===== src/sv/btb_pkg.sv =====
// Shared types, constants and functions for the two-bit branch target buffer.
// Used by the controller, the datapath, the top level and the checker.
`default_nettype none

package btb_pkg;

    localparam int ENTRIES    = 32;
    localparam int ADDR_WIDTH = 16;
    localparam int COUNT_W    = 32;
    localparam int IDX_W      = $clog2(ENTRIES);
    localparam int CNT_W      = $clog2(ENTRIES + 1);

    typedef enum logic [1:0] {
        ACT_INSERT  = 2'd0,
        ACT_PREDICT = 2'd1,
        ACT_UPDATE  = 2'd2
    } t_action;

    typedef enum logic [1:0] {
        PS_SNT = 2'd0,
        PS_WNT = 2'd1,
        PS_WT  = 2'd2,
        PS_ST  = 2'd3
    } t_pstate;

    typedef enum logic [1:0] {
        ST_IDLE,
        ST_LOOKUP,
        ST_EXEC
    } t_ctrl_state;

    typedef struct packed {
        logic                  action_load;
        logic                  lookup;
        logic                  exec;
    } t_ctrl_cmd;

    typedef struct packed {
        logic [1:0]            action;
        logic [ADDR_WIDTH-1:0] pc;
        logic [ADDR_WIDTH-1:0] target;
        logic                  correct;
    } t_req;

    typedef struct packed {
        logic                  predict_taken;
        logic [ADDR_WIDTH-1:0] predicted_target;
        logic                  entry_found;
        logic                  insert_dropped;
        logic [COUNT_W-1:0]    correct_count;
    } t_result;

    // A weak state that proves wrong jumps to the opposite strong state.
    function automatic t_pstate pstate_next(input t_pstate cur, input logic ok);
        t_pstate nxt;
        case (cur)
            PS_ST:   nxt = ok ? PS_ST  : PS_WT;
            PS_WT:   nxt = ok ? PS_ST  : PS_SNT;
            PS_WNT:  nxt = ok ? PS_SNT : PS_ST;
            default: nxt = ok ? PS_SNT : PS_WNT;
        endcase
        return nxt;
    endfunction

endpackage

`default_nettype wire


===== src/sv/btb_ctrl.sv =====
// Controller state machine for the branch target buffer.
// Depends on btb_pkg; drives the command struct into btb_dp.
`default_nettype none

module btb_ctrl (
    input  wire                 i_clk,
    input  wire                 i_rst_n,
    input  wire                 i_start,
    output logic                o_busy,
    output btb_pkg::t_ctrl_cmd  o_cmd
);
    import btb_pkg::*;

    t_ctrl_state r_state;
    t_ctrl_state n_state;

    always_ff @(posedge i_clk) begin
        if (!i_rst_n) begin
            r_state <= ST_IDLE;
        end else begin
            r_state <= n_state;
        end
    end

    always_comb begin
        n_state = r_state;
        case (r_state)
            ST_IDLE: begin
                if (i_start) begin
                    n_state = ST_LOOKUP;
                end
            end
            ST_LOOKUP: begin
                n_state = ST_EXEC;
            end
            ST_EXEC: begin
                n_state = ST_IDLE;
            end
            default: begin
                n_state = ST_IDLE;
            end
        endcase
    end

    always_comb begin
        o_busy            = 1'b1;
        o_cmd.action_load = 1'b0;
        o_cmd.lookup      = 1'b0;
        o_cmd.exec        = 1'b0;
        case (r_state)
            ST_IDLE: begin
                o_busy            = 1'b0;
                o_cmd.action_load = i_start;
            end
            ST_LOOKUP: begin
                o_cmd.lookup = 1'b1;
            end
            ST_EXEC: begin
                o_cmd.exec = 1'b1;
            end
            default: begin
                o_busy = 1'b1;
            end
        endcase
    end

endmodule

`default_nettype wire


===== src/sv/btb_dp.sv =====
// Datapath of the branch target buffer: entry table, tag compare, state update.
// Depends on btb_pkg; sequenced by the command struct from btb_ctrl.
`default_nettype none

module btb_dp (
    input  wire                 i_clk,
    input  wire                 i_rst_n,
    input  btb_pkg::t_ctrl_cmd  i_cmd,
    input  btb_pkg::t_req       i_req,
    output logic                o_valid,
    output btb_pkg::t_result    o_result
);
    import btb_pkg::*;

    logic [ENTRIES-1:0]    r_valid;
    logic [ADDR_WIDTH-1:0] r_tag [ENTRIES];
    logic [ADDR_WIDTH-1:0] r_tgt [ENTRIES];
    t_pstate               r_pst [ENTRIES];
    logic [CNT_W-1:0]      r_fill;
    logic [COUNT_W-1:0]    r_count;
    t_req                  r_req;
    logic                  r_hit;
    logic [IDX_W-1:0]      r_idx;
    logic                  r_done;
    t_result               r_res;

    logic [ENTRIES-1:0]    match;
    logic                  n_hit;
    logic [IDX_W-1:0]      n_idx;
    logic                  full;
    logic                  do_ins;
    logic                  do_upd;
    t_pstate               cur_pst;
    logic [COUNT_W-1:0]    n_count;
    t_result               n_res;

    always_comb begin
        for (int i = 0; i < ENTRIES; i++) begin
            match[i] = r_valid[i] && (r_tag[i] == r_req.pc);
        end
    end

    always_comb begin
        n_hit = |match;
        n_idx = '0;
        for (int i = ENTRIES - 1; i >= 0; i--) begin
            if (match[i]) begin
                n_idx = IDX_W'(i);
            end
        end
    end

    assign full    = (r_fill >= CNT_W'(ENTRIES));
    assign cur_pst = r_pst[r_idx];

    always_comb begin
        do_ins  = 1'b0;
        do_upd  = 1'b0;
        n_count = r_count;
        n_res   = '0;
        n_res.entry_found = r_hit;
        case (r_req.action)
            ACT_INSERT: begin
                if (!r_hit) begin
                    if (full) begin
                        n_res.insert_dropped = 1'b1;
                    end else begin
                        do_ins = 1'b1;
                    end
                end
            end
            ACT_PREDICT: begin
                if (r_hit && (cur_pst == PS_ST || cur_pst == PS_WT)) begin
                    n_res.predict_taken    = 1'b1;
                    n_res.predicted_target = r_tgt[r_idx];
                end
            end
            ACT_UPDATE: begin
                if (r_hit) begin
                    do_upd = 1'b1;
                    if (r_req.correct) begin
                        n_count = r_count + COUNT_W'(1);
                    end
                end
            end
            default: begin
                do_ins = 1'b0;
            end
        endcase
        n_res.correct_count = n_count;
    end

    always_ff @(posedge i_clk) begin
        if (!i_rst_n) begin
            r_valid <= '0;
            r_fill  <= '0;
            r_count <= '0;
            r_done  <= 1'b0;
        end else begin
            r_done <= i_cmd.exec;
            if (i_cmd.exec) begin
                r_count <= n_count;
                if (do_ins) begin
                    r_valid[r_fill[IDX_W-1:0]] <= 1'b1;
                    r_fill                     <= r_fill + CNT_W'(1);
                end
            end
        end
    end

    always_ff @(posedge i_clk) begin
        if (i_cmd.action_load) begin
            r_req <= i_req;
        end
        if (i_cmd.lookup) begin
            r_hit <= n_hit;
            r_idx <= n_idx;
        end
        if (i_cmd.exec) begin
            r_res <= n_res;
            if (do_ins) begin
                r_tag[r_fill[IDX_W-1:0]] <= r_req.pc;
                r_tgt[r_fill[IDX_W-1:0]] <= r_req.target;
                r_pst[r_fill[IDX_W-1:0]] <= PS_WNT;
            end
            if (do_upd) begin
                r_pst[r_idx] <= pstate_next(cur_pst, r_req.correct);
            end
        end
    end

    assign o_valid  = r_done;
    assign o_result = r_res;

endmodule

`default_nettype wire


===== src/sv/btb_two_bit_predictor.sv =====
// Top level of the two-bit branch target buffer: controller plus datapath.
// Depends on btb_pkg, btb_ctrl and btb_dp.
// The request is registered on acceptance, the tag compare in the lookup state and the result in the execute state.
// A new request is taken only once the controller has passed its
// lookup state (registered tag compare) and its execute state and returned to idle.
// Results cannot be stalled; o_valid is high for exactly one cycle.
// Synchronous active-low reset clears the valid bits, fill count and counter.
`default_nettype none

module btb_two_bit_predictor (
    input  wire               i_clk,
    input  wire               i_rst_n,
    input  wire               start,
    output logic              busy,
    input  btb_pkg::t_req     i_req,
    output logic              o_valid,
    output btb_pkg::t_result  o_result
);
    import btb_pkg::*;

    t_ctrl_cmd cmd;

    btb_ctrl u_ctrl (
        .i_clk   (i_clk),
        .i_rst_n (i_rst_n),
        .i_start (start),
        .o_busy  (busy),
        .o_cmd   (cmd)
    );

    btb_dp u_dp (
        .i_clk    (i_clk),
        .i_rst_n  (i_rst_n),
        .i_cmd    (cmd),
        .i_req    (i_req),
        .o_valid  (o_valid),
        .o_result (o_result)
    );

endmodule

`default_nettype wire


===== config.mk =====
export PLATFORM = sky130hd
export DESIGN_NAME = btb_two_bit_predictor
export DESIGN_NICKNAME = d
export VERILOG_FILES = /design/src/sv/btb_pkg.sv /design/src/sv/btb_ctrl.sv /design/src/sv/btb_dp.sv /design/src/sv/btb_two_bit_predictor.sv
export SDC_FILE = /design/constraint.sdc
export NUM_CORES = 1
export LEC_CHECK = 0
export BUFFER_PORTS_ARGS = -buffer_cell sky130_fd_sc_hd__buf_4
export CAP_MARGIN = 15
export CORE_MARGIN = 2
export CORE_UTILIZATION = 67
export CTS_CLUSTER_DIAMETER = 200
export DETAILED_ROUTE_END_ITERATION = 16
export PLACE_DENSITY = 0.84
export SETUP_SLACK_MARGIN = 0.3
export SYNTH_ARGS = -nofsm -noshare
export SYNTH_HDL_FRONTEND = slang
export SYNTH_SLANG_ARGS = --single-unit
export TNS_END_PERCENT = 5

===== constraint.sdc =====
create_clock -name i_clk -period 10.1 [get_ports i_clk]
set_clock_uncertainty 0.05 [all_clocks]
set_input_delay 1.515 -clock i_clk [delete_from_list [all_inputs] [get_ports i_clk]]
set_output_delay 1.515 -clock i_clk [all_outputs]
set_load 0.01 [all_outputs]

==> flow_metrics.py <==
metrics = {
    "outcome": {
        "outcome": "finished, final reports clean",
    },
    "die": {
        "die-area_um2": 77250,
        "rows": 100,
        "fp.dieH_um": 277.9,
        "ios": 91,
        "die_x_um": 277.9,
        "start_util_pct": 67.65,
        "coreArea_um2": 74320,
    },
    "worst_setup_path": {
        "cpPeakStageDelay_ns": 1.02,
        "path_cells": "buf_4 > xnor2_1 > nand4_1 > nor4_1 > a2111oi_1 > a211oi_1 > o31ai_1 > a221oi_2",
        "startpoint": "u_dp.r_req[19]$_DFFE_PP_",
        "critPathKind": "reg2reg",
        "cp.arrival_ns": 5.18,
        "critPathTopFamily": "compound AO/OA/AOI/OAI gates",
        "slowest_stage": "edfxtp_1",
        "path_buf_inv": 1,
        "critPathLaunchType": "flop",
        "r2r-start": "u_dp.r_req[19]$_DFFE_PP_",
        "crit_path_end_kind": "flop",
        "cp_max_fo": 45,
        "required_ns": 10.46,
    },
    "placement": {
        "hpwlAfterDp_um": 62120,
        "globalplace.congestion": 0.8254,
        "io_buffers": 90,
        "dp_cells": 3737,
        "dpl_cell_area_um2": 52180,
    },
    "detailed_routing": {
        "wl_per_cell_um": 30.36,
        "viasPerCell": 6.734,
        "antenna_left": 0,
        "drt_iter0_drc": 3945,
        "wl_met1_um": 42790,
        "wl_met2_um": 60360,
        "vias": 26690,
        "drc_errors": 0,
        "routed_wl_um": 120300,
        "wl_met3_um": 12650,
        "route.top_layer_used": "met4",
        "dr.pass1.iters": 5,
    },
    "timing": {
        "timing.final.hold_violations": 0,
        "slew_viol_final": 0,
        "fmaxAchievable_mhz": 207.6,
        "fin_crit_sh_pct": 47.70,
        "rsz0062_at_grt": "no",
        "setup_viol": 0,
        "tightest_slew_ns": 1.154,
        "fin_tns_setup_ns": 0,
        "slew-limit-headroom_pct": 23.09,
        "fin_crit_ns": 4.818,
    },
    "logic_synthesis": {
        "synth_seq_area_share_pct": 73.38,
        "synth.area.top_cells": "edfxtp_1 (70%), mux4_2 (8.1%), xnor2_1 (7.1%), dfxtp_1 (2.9%), xor2_1 (2.7%)",
        "ys.flop_type": "edfxtp_1",
        "synth-edff-count": 1180,
        "synth_async_sr_flop_share_pct": 0,
        "syn_inst": 2738,
        "synth_cell_types": 62,
        "synthesis.nets": 2781,
        "synth_top_area_share_pct": 70.48,
        "synthTopCellsByCount": "edfxtp_1 (1,180), xnor2_1 (407), mux4_2 (180)",
        "yosysWarnings": 0,
        "synth-seq-cells": 1253,
        "synth_top_area_cell": "edfxtp_1",
        "yosysMostFrequentCell": "edfxtp_1",
        "avgSynthCellArea_um2": 18.36,
        "syn_area_um2": 50280,
    },
    "cts": {
        "clock_sinks": 1253,
        "cts_buffers": 119,
        "cts_resized": 0,
        "clkTransAtPathRegs_ns": 0.07,
        "cts_tree": "done",
        "worst_skew_pair.late_latency_ns": 0.70,
        "cts.path.max_buffers": 3,
        "hold_buffers": 0,
        "htreeDepth": 3,
        "clock-root-buffer": "clkbuf_16",
        "postCtsSetupBuffers": 0,
    },
    "final_layout": {
        "fin_nets": 2934,
        "fill_cells": 3774,
        "antenna_cells": 0,
        "design_area_um2": 56220,
        "area_delta_synth_final_pct": 11.81,
        "fin_cells": 3964,
        "final_layout_size_suffix_gt1_share_pct": 19.97,
    },
    "grt": {
        "grt_pass1_vias": 27180,
        "gr-total-overflow": 0,
        "grt_max_degree": 121,
        "grt_pass1_wl_um": 176500,
        "antenna_found_initial": 0,
        "grt_usage_pct": 31.36,
    },
    "power_and_ir_drop": {
        "p_per_area_nw_per_um2": 190.2,
        "p_leak_nw": 17.61,
        "ir_drop_mv": 0.1576,
    },
    "flow_run": {
        "maxCapViolations": 0,
    },
    "min_path": {
        "hold_class": "reg2reg",
        "hold_path_startpoint": "u_dp.r_valid[6]$_SDFFE_PN0P_",
    },
}
## layout by cell type (no fill, tap or decap), drive strengths merged, types with 14 or more instances in the layout
cell,count
nand4,104
edfxtp,1180
o21a,34
or3,19
clkinv,47
mux2i,19
nor3,20
clkbuf,149
buf,162
inv,16
nand3,18
mux4,180
and2,27
nor2,115
a21boi,14
o21ai,19
xor2,157
dfxtp,73
xnor2,407
bufinv,15
nand2,65
or2,16
nor4,64
## path summary, 6_finish.rpt
path / endpoint / slack, ns / cells after the start
worst min-delay path: u_dp.r_valid[6]$_SDFFE_PN0P_ / 0.42 / 1
worst min register to register: u_dp.r_valid[6]$_SDFFE_PN0P_ / 0.42 / 1
worst max-delay path: u_dp.r_idx[0]$_SDFFCE_PP0N_ / 5.28 / 8
worst max register to register: u_dp.r_idx[0]$_SDFFCE_PP0N_ / 5.28 / 8
## layout make-up
class | instances | area [µm²] | area share (%)
clock buffer | 149 | 3203 | 5.698
clock inverter | 76 | 793.3 | 1.411
inverter | 10 | 37.54 | 0.06677
multi-input combinational | 1345 | 12810 | 22.78
sequential | 1253 | 36900 | 65.63
tap | 969 | 1212 | 2.157
timing repair buffer | 162 | 1266 | 2.252
## state kept, by name (all words and copies together), names as in the netlist, 2 cells and up
name,count
u_dp.r_idx,5
u_dp.r_count,32
u_dp.r_fill,6
u_dp.r_tag,512
u_dp.o_result,51
u_dp.r_valid,32
u_ctrl.r_state,2
u_dp.r_pst,64
u_dp.r_tgt,512
u_dp.r_req,35
## power by group
group,switching (W),total [W],internal [W]
combinational,0.000242,0.000394,0.000152
clock,0.00192,0.00455,0.00263
sequential,0.0000484,0.00575,0.00570
total,0.00221,0.0107,0.00848
## routing by layer
layer  vias up  GRT usage, %
met5         -             0
met4         0         12.96
met3       323         6.389
met2      1962         51.41
met1     13570         41.80
li1      10840             -
## kinds of logic after synthesis
logic type / count (synthesis) / synth area share (%)
flip-flops: 1253 / 73.38
XOR/XNOR: 564 / 9.825
AND/OR/NAND/NOR: 481 / 5.243
multiplexers: 200 / 8.464
buffers and inverters: 140 / 1.642
AO/OA/AOI/OAI: 95 / 1.316
adder cells (fa/ha/maj): 5 / 0.1244
## stage by stage
stage	util [%]	power (W)	hold slack [ns]	setup WS [ns]
final	75.64	0.01069	0.4174	5.282
after global placement	70.18	0.006218	0.3906	5.781
after CTS	75.59	0.01072	0.4207	5.529
after detailed placement	70.21	0.006240	0.4027	5.702
after floorplan	-	0.006113	0.3825	6.547
after global routing	75.64	0.01092	0.4415	5.060
Power figures use the tool's default switching activity.
